**config.mk**
```make
export PLATFORM = sky130hd
export DESIGN_NAME = sle_cell
export DESIGN_NICKNAME = d
export VERILOG_FILES = /design/src/rtl/sle_pkg.sv /design/src/rtl/sle_cell.sv
export SDC_FILE = /design/constraint.sdc
export NUM_CORES = 1
export LEC_CHECK = 0
export ABC_CLOCK_PERIOD_IN_PS = 8200
export BUFFER_PORTS_ARGS = -buffer_cell sky130_fd_sc_hd__buf_2
export CAP_MARGIN = 20
export CORE_AREA = 2 2 134 136
export DETAILED_ROUTE_END_ITERATION = 10
export DIE_AREA = 0 0 136 138
export PLACE_DENSITY = 0.64
export SYNTH_ARGS = -nofsm -noshare
export SYNTH_HDL_FRONTEND = slang
export SYNTH_SLANG_ARGS = --single-unit
```
**constraint.sdc**
```tcl
create_clock -name clk -period 8.2 [get_ports clk]
set_input_delay 0.82 -clock clk [delete_from_list [all_inputs] [get_ports clk]]
set_output_delay 0.82 -clock clk [all_outputs]
set_load 0.02 [all_outputs]
```
**src/rtl/sle_pkg.sv**
```systemverilog
// shared constants, types and opcodes of the sequential list engine
package sle_pkg;

	localparam int DEPTH  = 64;
	localparam int IDX_W  = $clog2(DEPTH);
	localparam int LEN_W  = $clog2(DEPTH + 1);
	localparam int DATA_W = 32;
	localparam int POS_W  = 7;
	localparam int POUT_W = 6;
	localparam int LOUT_W = 7;
	localparam int CMP_W  = (POS_W > LEN_W) ? POS_W : LEN_W;

	typedef logic signed [DATA_W-1:0] data_t;
	typedef logic [IDX_W-1:0]         idx_t;
	typedef logic [LEN_W-1:0]         len_t;
	typedef logic [POS_W-1:0]         pos_t;
	typedef logic [POUT_W-1:0]        pout_t;
	typedef logic [LOUT_W-1:0]        lout_t;
	typedef logic [CMP_W-1:0]         cmp_t;

	typedef enum logic [1:0] {
		OP_INSERT = 2'd0,
		OP_DELETE = 2'd1,
		OP_LOCATE = 2'd2,
		OP_DELMIN = 2'd3
	} op_t;

	// broadcast to every cell during a sweep
	typedef struct packed {
		op_t   op;
		data_t target;
		cmp_t  pos;
		len_t  count;
	} cmd_t;

	// broadcast list update, applied by every cell in the same cycle
	typedef struct packed {
		logic  shift_up;
		logic  shift_down;
		logic  move;
		cmp_t  pos;
		idx_t  at;
		data_t wdata;
	} upd_t;

	// partial result handed from cell to cell
	typedef struct packed {
		logic  found;
		idx_t  idx;
		data_t best;
		data_t last;
	} carry_t;

endpackage

```
**src/rtl/sle_cell.sv**
```systemverilog
// one list entry with its local match, select and minimum step
module sle_cell (
	input  logic             clk,
	input  logic             arst_n,
	input  sle_pkg::idx_t    index,
	input  sle_pkg::cmd_t    cmd,
	input  sle_pkg::upd_t    upd,
	input  sle_pkg::data_t   left_val,
	input  sle_pkg::data_t   right_val,
	input  sle_pkg::carry_t  carry_in,
	output sle_pkg::data_t   val,
	output sle_pkg::carry_t  carry_out
);

	sle_pkg::data_t  val_q;
	sle_pkg::carry_t carry_q;
	sle_pkg::carry_t carry_d;
	sle_pkg::cmp_t   here;
	logic            active;

	assign here   = sle_pkg::cmp_t'(index);
	assign active = here < sle_pkg::cmp_t'(cmd.count);

	always_ff @(posedge clk) begin
		if (upd.shift_up && here > upd.pos) begin
			val_q <= left_val;
		end else if (upd.shift_up && here == upd.pos) begin
			val_q <= upd.wdata;
		end else if (upd.shift_down && here >= upd.pos) begin
			val_q <= right_val;
		end else if (upd.move && index == upd.at) begin
			val_q <= upd.wdata;
		end
	end

	always_comb begin
		carry_d = carry_in;
		if (active) begin
			carry_d.last = val_q;
			case (cmd.op)
				sle_pkg::OP_LOCATE: begin
					if (!carry_in.found && val_q == cmd.target) begin
						carry_d.found = 1'b1;
						carry_d.idx   = index;
					end
				end
				sle_pkg::OP_DELETE: begin
					if (here == cmd.pos) begin
						carry_d.found = 1'b1;
						carry_d.idx   = index;
						carry_d.best  = val_q;
					end
				end
				sle_pkg::OP_DELMIN: begin
					if (!carry_in.found || val_q < carry_in.best) begin
						carry_d.found = 1'b1;
						carry_d.idx   = index;
						carry_d.best  = val_q;
					end
				end
				default: begin
					carry_d = carry_in;
				end
			endcase
		end
	end

	always_ff @(posedge clk or negedge arst_n) begin
		if (!arst_n) begin
			carry_q <= '0;
		end else begin
			carry_q <= carry_d;
		end
	end

	assign val       = val_q;
	assign carry_out = carry_q;

endmodule

```
==> results of run 1 <==
metal layers:
layer	GRT usage, %	up-vias	wire (um)
met4	5.65	0	223
met3	5.35	16	1620
li1	-	2713	-
met5	0	-	0
met2	36.7	244	10100
met1	27.5	2541	8650
critical path: stages:
cell and delay (ns):
buf_2 0.17, ha_1 0.34, a21o_1 0.16, a21oi_1 0.14, nor2_1 0.07, nor3_1 0.35
nand3b_1 0.69, buf_4 0.50, mux2i_1 0.22, o21ai_0 0.11
stage by stage:
step	utilization, %	setup WS, ns	hold slack (ns)	cell area, um^2	power (uW)
floorplan	-	4.56	0.524	6230	907
global placement	46.6	4.31	0.605	8160	1110
detailed placement	46.6	4.27	0.623	8170	1110
CTS	48.3	4.66	0.640	8470	1550
global route	48.5	4.43	0.667	8500	1620
finish	48.5	4.71	0.613	8500	1540
cell type report:
| cell class | instances | area (um^2) | share of cell area [%] |
|---|---|---|---|
| clock buffers | 11 | 253 | 2.97 |
| clock inverters | 5 | 45.0 | 0.530 |
| inverters | 47 | 176 | 2.08 |
| multi-input cells | 393 | 3220 | 37.9 |
| flip-flops and latches | 103 | 2740 | 32.2 |
| well taps | 229 | 287 | 3.37 |
| repair buffers | 349 | 1780 | 20.9 |
synth_stat cells (all sizes together), types with 10 or more instances:
master and instances:
nand2 41, mux2 64, edfxtp 32, buf 10
dfrtp 71, xor2 35, clkbuf 12, ha 42
inv 47, nand4 16, o21ai 44, nor4 11
a21oi 24, mux2i 38
registers in the layout (all words and copies together), names as in the netlist:
name / cells
val: 32
carry_out: 71
worst paths after layout:
check                           startpoint  cells after the start  slack [ns]             to
worst max-delay path              index[4]                     10        4.71        val[10]
worst min-delay path                arst_n                      1        0.61  carry_out[24]
worst max register to register     val[11]                     10        4.77  carry_out[58]
worst min register to register     val[24]                      1        0.64  carry_out[24]
max in group asynchronous           arst_n                      1        6.95  carry_out[36]
min in group clk                   val[24]                      1        0.64  carry_out[24]
logic make-up (layout without fill, tap and decap cells):
family          count (synthesis)  in the layout  share of synthesized area (%)
compound gates                 99             99                           10.2
xor+xnor                       44             44                           6.19
fa+ha+maj                      42             42                           8.44
buf+inv                        69            412                           4.66
flops                         103            103                           44.0
mux                           102            102                           17.7
simple gates                  106            106                           8.86
placed cells by master (no fill, tap or decap), types with 7 or more instances in the layout:
master and instances:
buf_2 342, dfrtp_1 71, mux2_2 62, inv_1 47
o21ai_0 44, ha_1 42, nand2_1 41, mux2i_1 38
xor2_1 35, edfxtp_1 32, a21oi_1 24, nand4_1 15
nor4_1 11, nor3_1 9, xnor2_1 9, clkbuf_16 9
nor2_1 8, and2_1 7
power by group:
group	total, uW	leakage (uW)	internal (uW)	switching, uW
clock network	439	0.000145	229	210
logic	456	0.00310	192	264
registers	643	0.00112	599	44.7
total	1540	0.00437	1020	519
==> flow_summary.yaml, run 1 <==
drt:
  wl_per_cell_um: 18.1
  antenna_left: 0
  wl_um: 20600
  num_vias: 5514
  drtPass1Iterations: 4
  vias_per_cell: 4.85
  drtIter0Drc: 238
  drc_errors: 0
cts:
  clk_path_buf_depth: 2
  cts.sinks: 103
  post_cts_buffers: 0
  cts_tree: "yes"
  htree_num_levels: 3
  numCtsBuffers: 9
  cts_hold_buf: 0
  path_clk_slew_ns: 0.08
  clk_latency_ns: 0.36
  clockRootBuffer: "clkbuf_16"
  cts_resized: 0
flow_run:
  drv_cap: 0
finish:
  fill_cells: 1680
  final_nets: 1184
  diodes: 0
  stdcell_count: 1137
  layout-drive-gt1-share_pct: 48.3
  syn2layout_area_growth_pct: 36.5
logic_synthesis:
  async_reset_ff_share_pct: 68.9
  synth_edf_count: 32
  syn_area_per_cell_um2: 11.0
  yosys.area.top_type_share_pct: 28.5
  synth_cell_type_count: 46
  yosysTopAreaCell: "dfrtp_1"
  netlist_area_um2: 6230
  ys_seq_elements: 103
  netlist_instances: 565
  yosysWarnings: 0
  synthFlopType: "dfrtp_1"
  synth_nets: 846
  synth_area_leaders: "dfrtp_1, edfxtp_1, mux2_2, ha_1, mux2i_1"
  yosysSeqAreaShare_pct: 44.0
sta:
  timing.final.max_slew_violations: 0
  rsz0062_at_grt: "false"
  fmax_mhz: 287
  worst_pin_slew_ns: 0.981
  relSlewSlack_pct: 34.4
  fin_crit_sh_pct: 42.5
  hold_viol: 0
  skew_ns: 0.0128
  finalCriticalPeriod_ns: 3.49
  final.setup.tns_ns: 0
  setup_viol: 0
placed_design:
  routabilityCongestion: 0.867
  dp.cells: 1118
  place_hpwl_um: 16500
  port_buffers: 341
worst_setup_path:
  path_max_fanout: 20
  worst_ep_arrival_time_ns: 3.59
  required_ns: 8.30
  end_kind: "register"
  crit_path_start_kind: "input port"
  setup.worst_path.class: "input port to register"
floorplan:
  initial_utilization_pct: 35.5
  ios: 342
  dieHeight_um: 138
  die_area_um2: 18800
  core_area_um2: 17500
  die_w_um: 136
  rows: 49
global_routing:
  grt_pass1_wl_um: 30700
  grt_usage_pct: 21.7
  grt_pass1_vias: 5553
  antenna_found_initial: 0
  grt_start_max_net_pins: 72
  overflow: 0
min_path:
  min_path_type: "input port to async pin"
outcome:
  outcome: "finished, final reports clean"
power_and_ir_drop:
  p_per_area_nw_per_um2: 181
  ir_drop_uv: 93.1
  p_leak_uw: 0.00437
Power figures use the tool's default switching activity.
==> run 2: changes to the inputs <==
Settings changed: ABC_CLOCK_PERIOD_IN_PS 8200 to 3400, CORE_AREA 2 2 134 136 to 2 2 132 134, DIE_AREA 0 0 136 138 to 0 0 134 136, PLACE_DENSITY 0.64 to 0.66.
Clock period 8.2 ns to 3.4 ns, I/O delays scaled along.
==> run 2 against run 1 <==
Critical path depth is 1 lower. Critical path type is now register to register. Cell count about the same. Highest routed layer unchanged. Worst hold slack got worse by 0.48 ns.
==> flow_summary.yaml, run 2 (synthesis gave the netlist of run 1 again) <==
min_path:
  min_path_type: "input port to async pin"
worst_setup_path:
  cp_slowest_cell: "edfxtp_1"
  setup.worst_path.class: "register to register"
  worstPathCellList: "ha_1 > nand4_4 > nor3_1 > a211oi_1 > a21oi_1 > a211o_1 > a311oi_4 > buf_12 > mux2_2"
  path_max_fanout: 32
  end_kind: "register"
  worst_ep_arrival_time_ns: 3.33
  required_ns: 3.64
  crit_path_start_kind: "register"
  slowest_delay_ns: 0.47
outcome:
  outcome: "finished, final reports clean"
cts:
  cts_tree: "yes"
  numCtsBuffers: 9
  clk_path_buf_depth: 2
  path_clk_slew_ns: 0.08
  post_cts_buffers: 0
  cts_hold_buf: 0
  htree_num_levels: 3
  clockRootBuffer: "clkbuf_16"
  cts.sinks: 103
  clk_latency_ns: 0.35
  cts_resized: 0
placed_design:
  place_hpwl_um: 16500
  routabilityCongestion: 0.835
  pre_cts_ws_ns: 0.322
  port_buffers: 341
floorplan:
  core_area_um2: 16900
  rows: 48
  dieHeight_um: 136
  ios: 342
  die_w_um: 134
  die_area_um2: 18200
  initial_utilization_pct: 36.9
sta:
  worst_pin_slew_ns: 0.942
  timing.final.max_slew_violations: 0
  fmax_mhz: 324
  hold_viol: 0
  fin_crit_sh_pct: 90.7
  rsz0062_at_grt: "false"
  relSlewSlack_pct: 37.2
  fin_ws_ns: 0.315
  setup_viol: 0
  finalCriticalPeriod_ns: 3.09
  final.setup.tns_ns: 0
  skew_ns: 0.00900
finish:
  fill_cells: 1590
  final_cell_mix: "buf_2, dfrtp_1, mux2_2"
  final_common_cell: "buf_2"
  multiInputGateArea_um2: 3220
  regArea_um2: 2740
  syn2layout_area_growth_pct: 37.3
  diodes: 0
  final_nets: 1189
  largest_reg_flops: 71
  layout-drive-gt1-share_pct: 48.5
global_routing:
  grt_usage_pct: 22.0
  grt_pass1_vias: 5436
  antenna_found_initial: 0
  grt_pass1_wl_um: 30000
  overflow: 0
  grt_start_max_net_pins: 72
flow_run:
  drv_cap: 0
power_and_ir_drop:
  p_per_area_nw_per_um2: 429
  ir_drop_uv: 326
  p_leak_uw: 0.00439
drt:
  drc_errors: 0
  drtIter0Drc: 264
  wl_um: 20200
  antenna_left: 0
  vias_per_cell: 4.90
  num_vias: 5573
  drtPass1Iterations: 4
  wl_per_cell_um: 17.8
run 2: changes by cell type in the layout (fill, tap and decap cells not counted), moves of 2 or more:
cell,before,now
clkbuf_8,2,0
clkinv_4,0,3
buf_12,1,3
buf_2,342,340
buf_4,5,11
inv_6,3,1
run 2: layer usage:
layer	wire, um	vias to the layer above	GRT usage [%]
li1	-	2723	-
met2	9450	239	35.5
met4	507	0	7.86
met3	1420	30	5.22
met1	8850	2581	28.9
met5	0	-	0
run 2: where the power goes:
group          switching (uW)  leakage [uW]  internal [uW]
Clock                     497      0.000140            506
Sequential                101       0.00112           1440
Combinational             647       0.00313            472
run 2: final cells by class:
class                   count  share of cell area (%)
multi-input cells         393                    37.7
flip-flops and latches    103                    32.0
repair buffers            354                    21.6
well taps                 225                    3.29
clock buffers               9                    2.63
inverters                  47                    2.06
clock inverters             7                   0.702
run 2: per-stage QoR:
step	total power [uW]	instances	cell area (um^2)	hold slack (ns)	utilization, %
final	3670	1138	8550	0.129	50.7
after global routing	3880	1138	8550	0.195	50.7
after CTS	3700	1138	8550	0.171	50.7
after detailed placement	2700	1122	8260	0.554	49.0
after global placement	2690	1122	8260	0.539	49.0
after floorplan	2190	565	6230	0.0444	-
run 2: path summary, 6_finish.rpt:
kind                                   start             to  slack [ns]  depth (start not counted)
min in group clk                carry_in[12]  carry_out[12]        0.21                          2
worst max-delay path                 val[31]  carry_out[44]        0.31                          9
worst max register to register       val[31]  carry_out[44]        0.31                          9
worst min-delay path                  arst_n  carry_out[16]        0.13                          1
max in group asynchronous             arst_n  carry_out[68]        2.67                          1
worst min register to register       val[20]  carry_out[20]        0.63                          1
run 2: critical path, delay by kind of cell, from the launching register on:
kind	cells	cell delay [ns]
AO/OA/AOI/OAI	4	1.16
flip-flops	1	0.47
adder cells (fa/ha/maj)	1	0.47
multiplexers	1	0.36
buffers and inverters	1	0.27
AND/OR/NAND/NOR	2	0.24
==> run 3: changes to the inputs <==
Settings changed: CORE_AREA 2 2 132 134 to 2 2 131 133, DIE_AREA 0 0 134 136 to 0 0 133 135, PLACE_DENSITY 0.66 to not set, PLACE_DENSITY_LB_ADDON set to 0.08.
==> run 3 against run 2 <==
Sequential power barely moved. Global-route usage increased by 2.4 points. Utilization rose by 1.7 points. Non-clock buffer count grew 3. Flip-flop and latch count unchanged. Clock skew increased by 0.0048 ns. Sequential share of layout area shrank 0.16 points. Clock power increased by 12%. Die area fell by 1.5%. Combinational power about the same. Critical path depth stayed put. Largest cell class unchanged. Largest power group unchanged.
==> flow_summary.yaml, run 3 (synthesis gave the netlist of run 1 again) <==
worst_setup_path:
  rr_worst_depth: 9
  timing.critical_path.buf_inv: 1
  cp_slowest_cell: "edfxtp_1"
  slowest_delay_ns: 0.48
  end_kind: "register"
  worstPathCellList: "ha_1 > a21oi_1 > o21ai_0 > a221oi_2 > o31ai_1 > a211o_1 > a311oi_4 > buf_4 > mux2_2"
  endpoint: "carry_out[48]"
  worst_ep_arrival_time_ns: 3.36
  path_delay_family: "compound AO/OA/AOI/OAI gates"
  r2r_start: "val[11]"
  setup.worst_path.class: "register to register"
  r2r_slack_ns: 0.29
  crit_cells: 9
  reg2reg_to: "carry_out[48]"
  crit_path_start_kind: "register"
  required_ns: 3.64
  path_max_fanout: 16
  worstSetupStartpoint: "val[11]"
finish:
  syn2layout_area_growth_pct: 38.0
  final_nets: 1192
  stdcell_count: 1139
  fill_cells: 1550
  final_common_cell: "buf_2"
  final_cell_mix: "buf_2, dfrtp_1, mux2_2"
  largest_reg_flops: 71
  layout-drive-gt1-share_pct: 48.8
drt:
  drtPass1Iterations: 5
  wl_per_cell_um: 19.2
  wl_met1_um: 8540
  wl_um: 21900
  dr_wl_met2_um: 11200
  vias_per_cell: 5.07
  antenna_left: 0
  num_vias: 5773
  drtIter0Drc: 276
  drc_errors: 0
  route.met3.wl_um: 1600
  top_layer: "met4"
cts:
  cts.sinks: 103
  path_clk_slew_ns: 0.09
  post_cts_buffers: 0
  cts_tree: "yes"
  htree_num_levels: 3
  cts_hold_buf: 0
  clockRootBuffer: "clkbuf_16"
  cts_resized: 0
  clk_latency_ns: 0.36
  clk_path_buf_depth: 2
  numCtsBuffers: 9
placed_design:
  routabilityCongestion: 0.863
  place_hpwl_um: 17700
  port_buffers: 341
  dp.cells: 1120
min_path:
  min_path_type: "input port to async pin"
floorplan:
  die_w_um: 133
  dieHeight_um: 135
  initial_utilization_pct: 37.9
  ios: 342
  rows: 47
  die_area_um2: 18000
  core_area_um2: 16400
flow_run:
  drv_cap: 0
sta:
  finalCriticalPeriod_ns: 3.11
  timing.final.max_slew_violations: 0
  worst_pin_slew_ns: 0.997
  skew_ns: 0.0138
  relSlewSlack_pct: 33.5
  fin_crit_sh_pct: 91.6
  fmax_mhz: 321
  final.setup.tns_ns: 0
  setup_viol: 0
  hold_slack_ns: 0.138
  hold_viol: 0
  rsz0062_at_grt: "false"
global_routing:
  grt_pass1_wl_um: 33000
  grt_usage_pct: 24.4
  grt_start_max_net_pins: 72
  antenna_found_initial: 3
  overflow: 0
  grt_pass1_vias: 5986
power_and_ir_drop:
  ir_drop_uv: 230
  p_per_area_nw_per_um2: 442
  p_leak_uw: 0.00441
outcome:
  outcome: "finished, final reports clean"
## run 3: cell types whose count changed in the layout (fill, tap and decap cells not counted), sizes merged
cell      change
inv           +1
diode         +3
clkinv        -3
buf           +3
bufinv        +1
clkinvlp      +1
## run 3: layout make-up
cell class | instances | area, um^2 | share of cell area, %
Antenna cell | 3 | 7.51 | 0.0874
Clock buffer | 9 | 225 | 2.62
Clock inverter | 7 | 91.3 | 1.06
Inverter | 47 | 176 | 2.05
Multi-Input combinational cell | 393 | 3220 | 37.5
Sequential cell | 103 | 2740 | 31.9
Tap cell | 220 | 275 | 3.20
Timing Repair Buffer | 357 | 1850 | 21.6
## run 3: routing by layer
metal  vias to the layer above  track usage [%]
met5                         -                0
met4                         0             9.44
met3                        39             5.41
met2                       280             44.2
met1                      2725             28.0
li1                       2729                -
## run 3: how the worst min path moves through the flow
stage / from / endpoint / slack [ns]
6_report: arst_n / carry_out[24] / 0.14
5_1_grt: carry_in[18] / carry_out[18] / 0.20
4_1_cts: arst_n / carry_out[22] / 0.18
3_5_place_dp: arst_n / carry_out[22] / 0.57
3_3_place_gp: arst_n / carry_out[22] / 0.56
2_1_floorplan: arst_n / carry_out[0] / 0.04
## run 3: per-stage QoR
stage | power, uW | cell area [um^2] | worst slack (ns) | util (%)
final | 3800 | 8590 | 0.286 | 52.4
after global routing | 3990 | 8590 | 0.118 | 52.4
after CTS | 3840 | 8580 | 0.282 | 52.3
after detailed placement | 2720 | 8270 | 0.287 | 50.4
after global placement | 2690 | 8270 | 0.366 | 50.4
after floorplan | 2190 | 6230 | 0.235 | -
## run 3: report_power, final
group / leakage [uW] / switching (uW) / internal [uW]
clock: 0.000151 / 531 / 589
sequential: 0.00112 / 103 / 1440
combinational: 0.00314 / 659 / 477
total: 0.00441 / 1290 / 2510
